--- src/hdl/lfr_pkg.sv ---
// package with command codes for the lru frame replacer
`timescale 1ns / 1ps
package lfr_pkg;
    localparam logic [1:0] CMD_VICTIM = 2'd0;
    localparam logic [1:0] CMD_PIN    = 2'd1;
    localparam logic [1:0] CMD_UNPIN  = 2'd2;
endpackage

--- src/hdl/lfr_ram.sv ---
// generic single-port-write, single-port-read ram with registered read
`timescale 1ns / 1ps
module lfr_ram #(
    parameter int WIDTH = 8,
    parameter int DEPTH = 64
) (
    input  logic                     aclk,
    input  logic                     we,
    input  logic [$clog2(DEPTH)-1:0] waddr,
    input  logic [WIDTH-1:0]         wdata,
    input  logic [$clog2(DEPTH)-1:0] raddr,
    output logic [WIDTH-1:0]         rdata
);
    logic [WIDTH-1:0] mem [DEPTH];
    always_ff @(posedge aclk) begin
        if (we) mem[waddr] <= wdata;
        rdata <= mem[raddr];
    end
endmodule

--- src/hdl/lru_frame_replacer_core.sv ---
// top level of the lru frame replacer: linked list of evictable frames in two rams
//
//  channel | ports                                   | direction
//  s_      | s_valid s_ready s_cmd s_frame           | command in
//  m_      | m_valid m_ready m_ok m_victim_frame     | result out
//          | m_evictable_count                       |
//
// each command steps through the states: S_IDLE takes the transfer, S_WR does the link ram
// read, S_READ decides and writes back both rams in parallel, then the result stands in the
// output register in S_OUT; a new command is taken once the result has been transferred
// aresetn is synchronous, active low; presence flags, list ends and count clear at once
// link rams need no clearing, an entry is only read once written
// a stalled result holds the block; no further command is taken
`timescale 1ns / 1ps
module lru_frame_replacer_core #(
    parameter int NUM_FRAMES = 64
) (
    input  logic       aclk,
    input  logic       aresetn,
    input  logic       s_valid,
    output logic       s_ready,
    input  logic [1:0] s_cmd,
    input  logic [5:0] s_frame,
    output logic       m_valid,
    input  logic       m_ready,
    output logic       m_ok,
    output logic [5:0] m_victim_frame,
    output logic [6:0] m_evictable_count
);
    import lfr_pkg::*;

    localparam int AW = $clog2(NUM_FRAMES);
    localparam int CW = $clog2(NUM_FRAMES + 1);

    typedef enum logic [1:0] {S_IDLE, S_READ, S_WR, S_OUT} state_t;
    state_t state_reg;

    logic [NUM_FRAMES-1:0] present_reg;
    logic [AW-1:0]         oldest_reg, newest_reg, tgt_reg;
    logic [CW-1:0]         count_reg;
    logic [1:0]            cmd_reg;
    logic                  fr_ok_reg, ok_reg;
    logic [5:0]            victim_reg;

    // link rams
    logic          o_we, n_we;
    logic [AW-1:0] o_wa, n_wa, o_wd, n_wd, o_rd, n_rd;
    lfr_ram #(.WIDTH(AW), .DEPTH(NUM_FRAMES)) u_older (
        .aclk(aclk), .we(o_we), .waddr(o_wa), .wdata(o_wd), .raddr(tgt_reg), .rdata(o_rd));
    lfr_ram #(.WIDTH(AW), .DEPTH(NUM_FRAMES)) u_newer (
        .aclk(aclk), .we(n_we), .waddr(n_wa), .wdata(n_wd), .raddr(tgt_reg), .rdata(n_rd));

    assign s_ready = (state_reg == S_IDLE);
    assign m_valid = (state_reg == S_OUT);
    assign m_ok = ok_reg;
    assign m_victim_frame = victim_reg;
    assign m_evictable_count = 7'(count_reg);

    // decision made in S_READ, once links of the target are out of the rams
    logic tgt_present, do_unlink, do_append, middle;
    always_comb begin
        tgt_present = fr_ok_reg && present_reg[tgt_reg];
        do_unlink = 1'b0;
        do_append = 1'b0;
        case (cmd_reg)
            CMD_VICTIM: do_unlink = (count_reg != '0);
            CMD_PIN:    do_unlink = tgt_present;
            CMD_UNPIN:  do_append = fr_ok_reg && !tgt_present
                                    && (count_reg != CW'(NUM_FRAMES));
            default: ;
        endcase
        middle = do_unlink && (count_reg != CW'(1)) && (tgt_reg != oldest_reg)
                 && (tgt_reg != newest_reg);
        // writes happen in S_READ using decision and ram data
        o_we = (state_reg == S_READ) && (middle || (do_append && count_reg != '0));
        n_we = o_we;
        if (do_append) begin
            n_wa = newest_reg; n_wd = tgt_reg;
            o_wa = tgt_reg;    o_wd = newest_reg;
        end else begin
            n_wa = o_rd;       n_wd = n_rd;
            o_wa = n_rd;       o_wd = o_rd;
        end
    end

    always_ff @(posedge aclk) begin
        if (!aresetn) begin
            state_reg   <= S_IDLE;
            present_reg <= '0;
            oldest_reg  <= '0;
            newest_reg  <= '0;
            count_reg   <= '0;
        end else begin
            unique case (state_reg)
                S_IDLE: if (s_valid) begin
                    cmd_reg   <= s_cmd;
                    // victim needs no frame number, the oldest end is always in range
                    fr_ok_reg <= (s_cmd == CMD_VICTIM) || (32'(s_frame) < NUM_FRAMES);
                    tgt_reg   <= (s_cmd == CMD_VICTIM) ? oldest_reg : AW'(s_frame);
                    state_reg <= S_WR;
                end
                S_WR: state_reg <= S_READ; // ram read lands
                S_READ: begin
                    ok_reg     <= do_unlink || do_append;
                    victim_reg <= (cmd_reg == CMD_VICTIM && do_unlink) ? 6'(tgt_reg) : 6'd0;
                    if (do_unlink) begin
                        present_reg[tgt_reg] <= 1'b0;
                        count_reg <= count_reg - CW'(1);
                        if (count_reg == CW'(1)) begin
                            oldest_reg <= '0; newest_reg <= '0;
                        end else if (tgt_reg == oldest_reg) oldest_reg <= n_rd;
                        else if (tgt_reg == newest_reg) newest_reg <= o_rd;
                    end else if (do_append) begin
                        present_reg[tgt_reg] <= 1'b1;
                        count_reg <= count_reg + CW'(1);
                        if (count_reg == '0) oldest_reg <= tgt_reg;
                        newest_reg <= tgt_reg;
                    end
                    state_reg <= S_OUT;
                end
                S_OUT: if (m_ready) state_reg <= S_IDLE;
                default: state_reg <= S_IDLE;
            endcase
        end
    end

    // count tracks the flags
    a_count: assert property (@(posedge aclk) disable iff (!aresetn)
        $countones(present_reg) == 32'(count_reg))
        else $error("count mismatch");
    a_victim: assert property (@(posedge aclk) disable iff (!aresetn)
        m_valid && m_victim_frame != 6'd0 |-> m_ok)
        else $error("victim without ok");
    a_take: assert property (@(posedge aclk) disable iff (!aresetn)
        s_valid && s_ready |=> !m_valid)
        else $error("result too early");
endmodule
--- config.mk ---
export PLATFORM = sky130hd
export DESIGN_NAME = lru_frame_replacer_core
export DESIGN_NICKNAME = d
export VERILOG_FILES = /design/src/hdl/lfr_pkg.sv /design/src/hdl/lfr_ram.sv /design/src/hdl/lru_frame_replacer_core.sv
export SDC_FILE = /design/constraint.sdc
export NUM_CORES = 1
export LEC_CHECK = 0
export BUFFER_PORTS_ARGS = -buffer_cell sky130_fd_sc_hd__buf_2
export CORE_MARGIN = 5
export CORE_UTILIZATION = 45
export DETAILED_ROUTE_END_ITERATION = 10
export PLACE_DENSITY = 0.56
export RECOVER_POWER = 100
export SYNTH_ARGS = -nofsm -noshare
export SYNTH_HDL_FRONTEND = slang
export SYNTH_HIERARCHICAL = 1
export SYNTH_SLANG_ARGS = --single-unit
--- constraint.sdc ---
create_clock -name aclk -period 9.2 [get_ports aclk]
set_clock_uncertainty 0.2 [all_clocks]
set_input_delay 1.38 -clock aclk [delete_from_list [all_inputs] [get_ports aclk]]
set_output_delay 1.38 -clock aclk [all_outputs]
set_load 0.02 [all_outputs]
==> run_results.csv, run 1 <==
group,metric,value,unit
floorplan,core-area,79300,µm²
sta,fmax,136,MHz
pwr,switching_power,2.75,mW
logic_synthesis,synth_nets,2062,
grt,globalRouteOverflowTotal,0,
pwr,swShare,0.266,
sta,worst_slew_pin_slew,4.36,ns
logic_synthesis,yosys.area.top_type,"edfxtp_1",
sta,tns,0,ns
logic_synthesis,syn_inst,2043,
grt,grt_antenna_before_repair,0,
finish,finalNonFillerCells,3181,
clock_tree,cts_max_path_buffers,3,
grt,grt_first_pass_wirelength,130,mm
clock_tree,clock_sinks,880,
critical_path,crit_arrival,7.18,ns
grt,grtUsageMet2,0.300,
placement,dpl.cell_count,3013,
drt,drtPass1Iterations,7,
critical_path,crit_fanout,56,
clock_tree,cts_htree_levels,3,
clock_tree,holdBufCountCts,0,
finish,layout_commonest_cell,"edfxtp_1",
run_status,status,"finished with violations",
clock_tree,worst_skew_pair.late_latency,0.66,ns
floorplan,rows,103,
floorplan,fp.dieH,293,µm
pwr,comb_power_share,0.152,
sta,finalHoldViolations,0,
critical_path,ff2ff_setup_slack,1.82,ns
finish,drive_gt1_frac,0.192,
sta,grt_setup_unrepaired,"no",
critical_path,critPathKind,"reg2reg",
critical_path,start_kind,"register",
logic_synthesis,netlist_area,36100,µm²
clock_tree,post_cts_buffers,0,
grt,use_met3,0.0329,
finish,most-common-layout-cells,"edfxtp_1 (783), mux4_2 (174), nor2_1 (164)",
logic_synthesis,avgSynthCellArea,17.6,µm²
flow_run,maxCapViolCount,11,
finish,nets,2075,
drt,wl_per_cell,27.3,µm
drt,ant_nets,0,
logic_synthesis,synth_cell_types,74,
grt,met1_usage,0.307,
min_path,hold_path.class,"reg2reg",
pwr,vdd_drop_max,0.161,mV
logic_synthesis,seq_area_frac_synth,0.706,
grt,busiest_layer,"met1",
grt,track_usage,0.199,
floorplan,die_x,293,µm
finish,fill_cells,6434,
finish,num_antenna_cells,0,
run_status,violations,"max-capacitance violations, max-slew violations",
clock_tree,path_clk_slew,0.06,ns
pwr,powerDensity,258,nW/µm²
floorplan,io_pins,28,
pwr,p_leak,12.6,nW
pwr,clkPwrFrac,0.384,
logic_synthesis,synthTopCellsByArea,"edfxtp_1 (65%), mux4_2 (11%), dfxtp_1 (5.4%)",
clock_tree,cts_buffers,91,
sta,slew_viol_final,531,
drt,wirelength,86.9,mm
floorplan,die_area,85900,µm²
critical_path,crit_path_end_kind,"register",
finish,syn2layout_area_growth,11.3,%
placement,hpwlAfterDp,50.4,mm
pwr,intPower,7.58,mW
placement,portBuffers,27,
logic_synthesis,yosysTopAreaCellShare,0.652,
finish,multi_input_area,9730,µm²
sta,slew_headroom,-1.91,
drt,drt-initial-drc-count,1900,
sta,finalSetupViolCount,0,
logic_synthesis,ys_seq_elements,880,
sta,timing.final.crit_share,0.802,
grt,grt_pass1_vias,19300,
logic_synthesis,synth_ff_type,"edfxtp_1",
drt,vias,19500,
drt,via_per_inst,6.14,
clock_tree,cts_tree,"yes",
clock_tree,clock-root-buffer,"clkbuf_16",
logic_synthesis,synth-async-reset-ratio,0,
floorplan,start_util,0.455,
placement,globalplace.congestion,0.815,
finish,seqCellArea,25500,µm²
grt,grt_max_degree,135,
pwr,seq_power_share,0.465,
logic_synthesis,ys_warn_count,6,
drt,drc_errors,0,
clock_tree,cts_resized,0,
logic_synthesis,synth_edf_count,783,
sta,period_needed,7.38,ns
critical_path,worstPathRequired,9.00,ns
==> worst paths after layout <==
path                            depth (start not counted)            startpoint                      endpoint
worst max register to register                          9  tgt_reg[3]$_DFFE_PP_  u_older/mem[22][4]$_DFFE_PP_
worst max-delay path                                    9  tgt_reg[3]$_DFFE_PP_  u_older/mem[22][4]$_DFFE_PP_
worst min-delay path                                    2              register                      register
worst min register to register                          2              register                      register
==> critical path, stage by stage, from the launching register on <==
cell,delay [ns]
edfxtp_1,0.88
buf_4,0.46
nand3b_1,0.46
a21oi_1,0.32
o21a_1,0.17
a221oi_1,0.07
and4_1,0.28
nand2_1,0.77
mux2_1,0.83
clkbuf_1,2.23
==> per-stage QoR <==
stage	hold WS [ns]	worst slack (ns)	total power, mW	util	area (µm²)
floorplan	0.234	2.12	5.90	-	36100
global placement	0.247	2.97	6.45	0.467	37000
detailed placement	0.256	2.70	6.47	0.467	37000
CTS	0.264	2.67	10.4	0.508	40300
global route	0.275	1.33	10.7	0.506	40100
finish	0.263	1.82	10.3	0.506	40100
==> synthesized netlist by cell type (13+ instances only) <==
cell	count
mux2_2	33
mux2i_1	74
clkbuf_1	62
nand3b_1	14
o22a_1	13
edfxtp_1	783
nand2_1	71
o22ai_1	28
nor3_1	15
o31ai_1	26
o21ai_1	13
nand3_1	44
buf_2	42
o211ai_1	19
o311ai_0	16
a21oi_1	24
o221ai_1	19
nor2_1	164
nor2b_1	28
o21ai_0	23
buf_6	18
nand2b_1	15
a22oi_1	13
mux4_2	174
nor4_1	13
dfxtp_1	97
==> cell type report <==
| cell class | instances | share of cell area |
|---|---|---|
| Inverter | 14 | 0.00131 |
| Sequential cell | 880 | 0.634 |
| Tap cell | 1050 | 0.0327 |
| Clock inverter | 60 | 0.0228 |
| Timing Repair Buffer | 55 | 0.00776 |
| Multi-Input combinational cell | 1014 | 0.243 |
| Clock buffer | 108 | 0.0586 |
==> power groups by stage <==
stage	Sequential (mW)	Clock (mW)	Combinational, mW
2_1_floorplan	4.89	0	1.02
3_3_place_gp	4.87	0	1.59
3_5_place_dp	4.87	0	1.60
4_1_cts	4.78	4.04	1.60
5_1_grt	4.81	4.22	1.69
6_report	4.80	3.96	1.57
==> kinds of logic after synthesis <==
kind of cell	count (synthesis)	share of synthesized area
flip-flops	880	0.706
AND/OR/NAND/NOR	419	0.0560
multiplexers	295	0.149
AO/OA/AOI/OAI	279	0.0592
buffers and inverters	149	0.0238
XOR/XNOR	14	0.00340
adder cells (fa/ha/maj)	7	0.00243
==> metal layers <==
metal	routed length [µm]	vias up	share of wire
met2	39600	773	0.46
met1	39600	10300	0.46
met5	0	-	0
met3	5870	127	0.068
li1	-	8364	-
met4	1800	0	0.021
Note: power is estimated with default switching activity, not from simulation.
==> inputs of run 2 (changes only) <==
Clock period 9.2 ns to 7.7 ns, I/O delays scaled along.
==> run_results.csv, run 2 (synthesis gave the netlist of run 1 again) <==
group,metric,value,unit
clock_tree,clock_sinks,880,
drt,wirelength,86.1,mm
drt,drc_errors,0,
grt,grtUsageMet2,0.308,
critical_path,crit_fanout,41,
sta,worst_slew_pin_slew,3.76,ns
floorplan,start_util,0.455,
finish,syn2layout_area_growth,11.1,%
floorplan,die_x,293,µm
clock_tree,cts_tree,"yes",
grt,busiest_layer,"met2",
pwr,seq_power_share,0.474,
pwr,intPower,8.88,mW
floorplan,rows,103,
sta,finalHoldViolations,0,
clock_tree,cts_resized,0,
min_path,hold_path.class,"reg2reg",
grt,use_met3,0.0395,
drt,ant_nets,0,
critical_path,cp_cell_sequence,"nor2b_1 > a221oi_1 > o21ai_0 > a221oi_1 > and4_1 > nand2_2 > mux2_1 > clkbuf_1",
placement,globalplace.congestion,0.833,
finish,fill_cells,6444,
sta,period_needed,6.64,ns
pwr,vdd_drop_max,0.189,mV
placement,hpwlAfterDp,51.4,mm
finish,seqCellArea,25500,µm²
critical_path,regToRegStartpoint,"tgt_reg[1]$_DFFE_PP_",
min_path,whs_path_depth,2,
finish,multi_input_area,9740,µm²
clock_tree,cts_buffers,93,
pwr,clkPwrFrac,0.376,
pwr,comb_power_share,0.150,
critical_path,crit_arrival,6.60,ns
critical_path,crit_path_end_kind,"register",
pwr,switching_power,3.28,mW
critical_path,worstPathRequired,7.66,ns
sta,slew_viol_final,792,
floorplan,io_pins,28,
grt,track_usage,0.197,
critical_path,cp_top_family,"multiplexers",
placement,dpl_worst_slack,1.41,ns
grt,grt_antenna_before_repair,1,
run_status,status,"finished with violations",
finish,layout_commonest_cell,"edfxtp_1",
sta,finalSetupViolCount,0,
grt,grt_pass1_vias,19400,
flow_run,maxCapViolCount,16,
sta,setup_slack,1.06,ns
drt,via_per_inst,6.09,
pwr,powerDensity,303,nW/µm²
grt,globalRouteOverflowTotal,0,
sta,timing.final.crit_share,0.863,
critical_path,start_kind,"register",
critical_path,ff2ff_path_depth,8,
clock_tree,path_clk_slew,0.05,ns
clock_tree,worst_skew_pair.late_latency,0.68,ns
critical_path,critPathKind,"reg2reg",
drt,drt-initial-drc-count,1977,
sta,fmax,151,MHz
clock_tree,post_cts_buffers,0,
drt,drtPass1Iterations,6,
pwr,p_leak,12.5,nW
grt,grt_first_pass_wirelength,128,mm
drt,vias,19400,
clock_tree,clock-root-buffer,"clkbuf_16",
drt,wl_per_cell,27.0,µm
sta,slew_headroom,-1.51,
grt,grt_max_degree,110,
grt,met1_usage,0.287,
sta,tns,0,ns
critical_path,cp_num_buf_inv,1,
clock_tree,cts_htree_levels,3,
critical_path,cp_slowest_cell,"mux2_1",
placement,portBuffers,27,
clock_tree,holdBufCountCts,0,
finish,nets,2081,
critical_path,max_stage_delay,1.63,ns
critical_path,reg2reg_to,"u_older/mem[22][5]$_DFFE_PP_",
finish,most-common-layout-cells,"edfxtp_1 (783), mux4_2 (174), nor2_1 (164)",
critical_path,crit_top_cell,"a221oi_1",
finish,drive_gt1_frac,0.189,
clock_tree,cts_max_path_buffers,3,
floorplan,core-area,79300,µm²
floorplan,die_area,85900,µm²
floorplan,fp.dieH,293,µm
critical_path,ff2ff_setup_slack,1.06,ns
pwr,swShare,0.269,
run_status,violations,"max-capacitance violations, max-slew violations",
sta,grt_setup_unrepaired,"no",
==> run 2: cell type report <==
class                           count  area share
Timing Repair Buffer               59     0.00837
Antenna cell                        1   0.0000625
Inverter                           14     0.00131
Clock inverter                     53      0.0177
Sequential cell                   880       0.635
Clock buffer                      121      0.0612
Tap cell                         1050      0.0328
Multi-Input combinational cell   1014       0.243
==> run 2: layer usage <==
metal | wire length (µm) | part of all wire
met1 | 37500 | 0.44
met2 | 40600 | 0.47
met3 | 5920 | 0.069
met4 | 2090 | 0.024
met5 | 0 | 0
==> run 2: worst max path at each step <==
stage | startpoint | endpoint | slack [ns] | depth (start not counted)
5_1_grt | tgt_reg[1]$_DFFE_PP_ | u_older/mem[59][4]$_DFFE_PP_ | 0.53 | 8
3_3_place_gp | tgt_reg[1]$_DFFE_PP_ | u_older/mem[33][1]$_DFFE_PP_ | 1.60 | 10
6_report | tgt_reg[1]$_DFFE_PP_ | u_older/mem[22][5]$_DFFE_PP_ | 1.06 | 8
2_1_floorplan | tgt_reg[3]$_DFFE_PP_ | u_older/mem[33][0]$_DFFE_PP_ | 0.62 | 12
3_5_place_dp | tgt_reg[1]$_DFFE_PP_ | u_older/mem[36][5]$_DFFE_PP_ | 1.41 | 10
4_1_cts | tgt_reg[1]$_DFFE_PP_ | u_older/mem[49][0]$_DFFE_PP_ | 1.35 | 10
==> run 2: power groups by stage <==
stage	clock [mW]	sequential [mW]	combinational, mW
after floorplan	0	5.84	1.22
after global placement	0	5.83	1.86
after detailed placement	0	5.83	1.89
after CTS	4.67	5.73	1.89
after global routing	4.87	5.77	1.97
final	4.57	5.76	1.83
==> run 2: worst reg2reg max path, cell delays in order (launching register included) <==
cell,delay [ns]
edfxtp_1,1.12
nor2b_1,0.37
a221oi_1,0.33
o21ai_0,0.15
a221oi_1,0.30
and4_1,0.34
nand2_2,0.38
mux2_1,1.64
clkbuf_1,1.32
==> run 2: stage by stage <==
stage | cell area [µm²] | utilization | instances | power [mW] | hold WS [ns]
global placement | 37000 | 0.467 | 3017 | 7.69 | 0.251
CTS | 40200 | 0.507 | 3191 | 12.3 | 0.265
finish | 40100 | 0.505 | 3192 | 12.2 | 0.262
detailed placement | 37000 | 0.467 | 3017 | 7.72 | 0.257
global route | 40100 | 0.505 | 3191 | 12.6 | 0.286
floorplan | 36100 | - | 2043 | 7.05 | 0.234
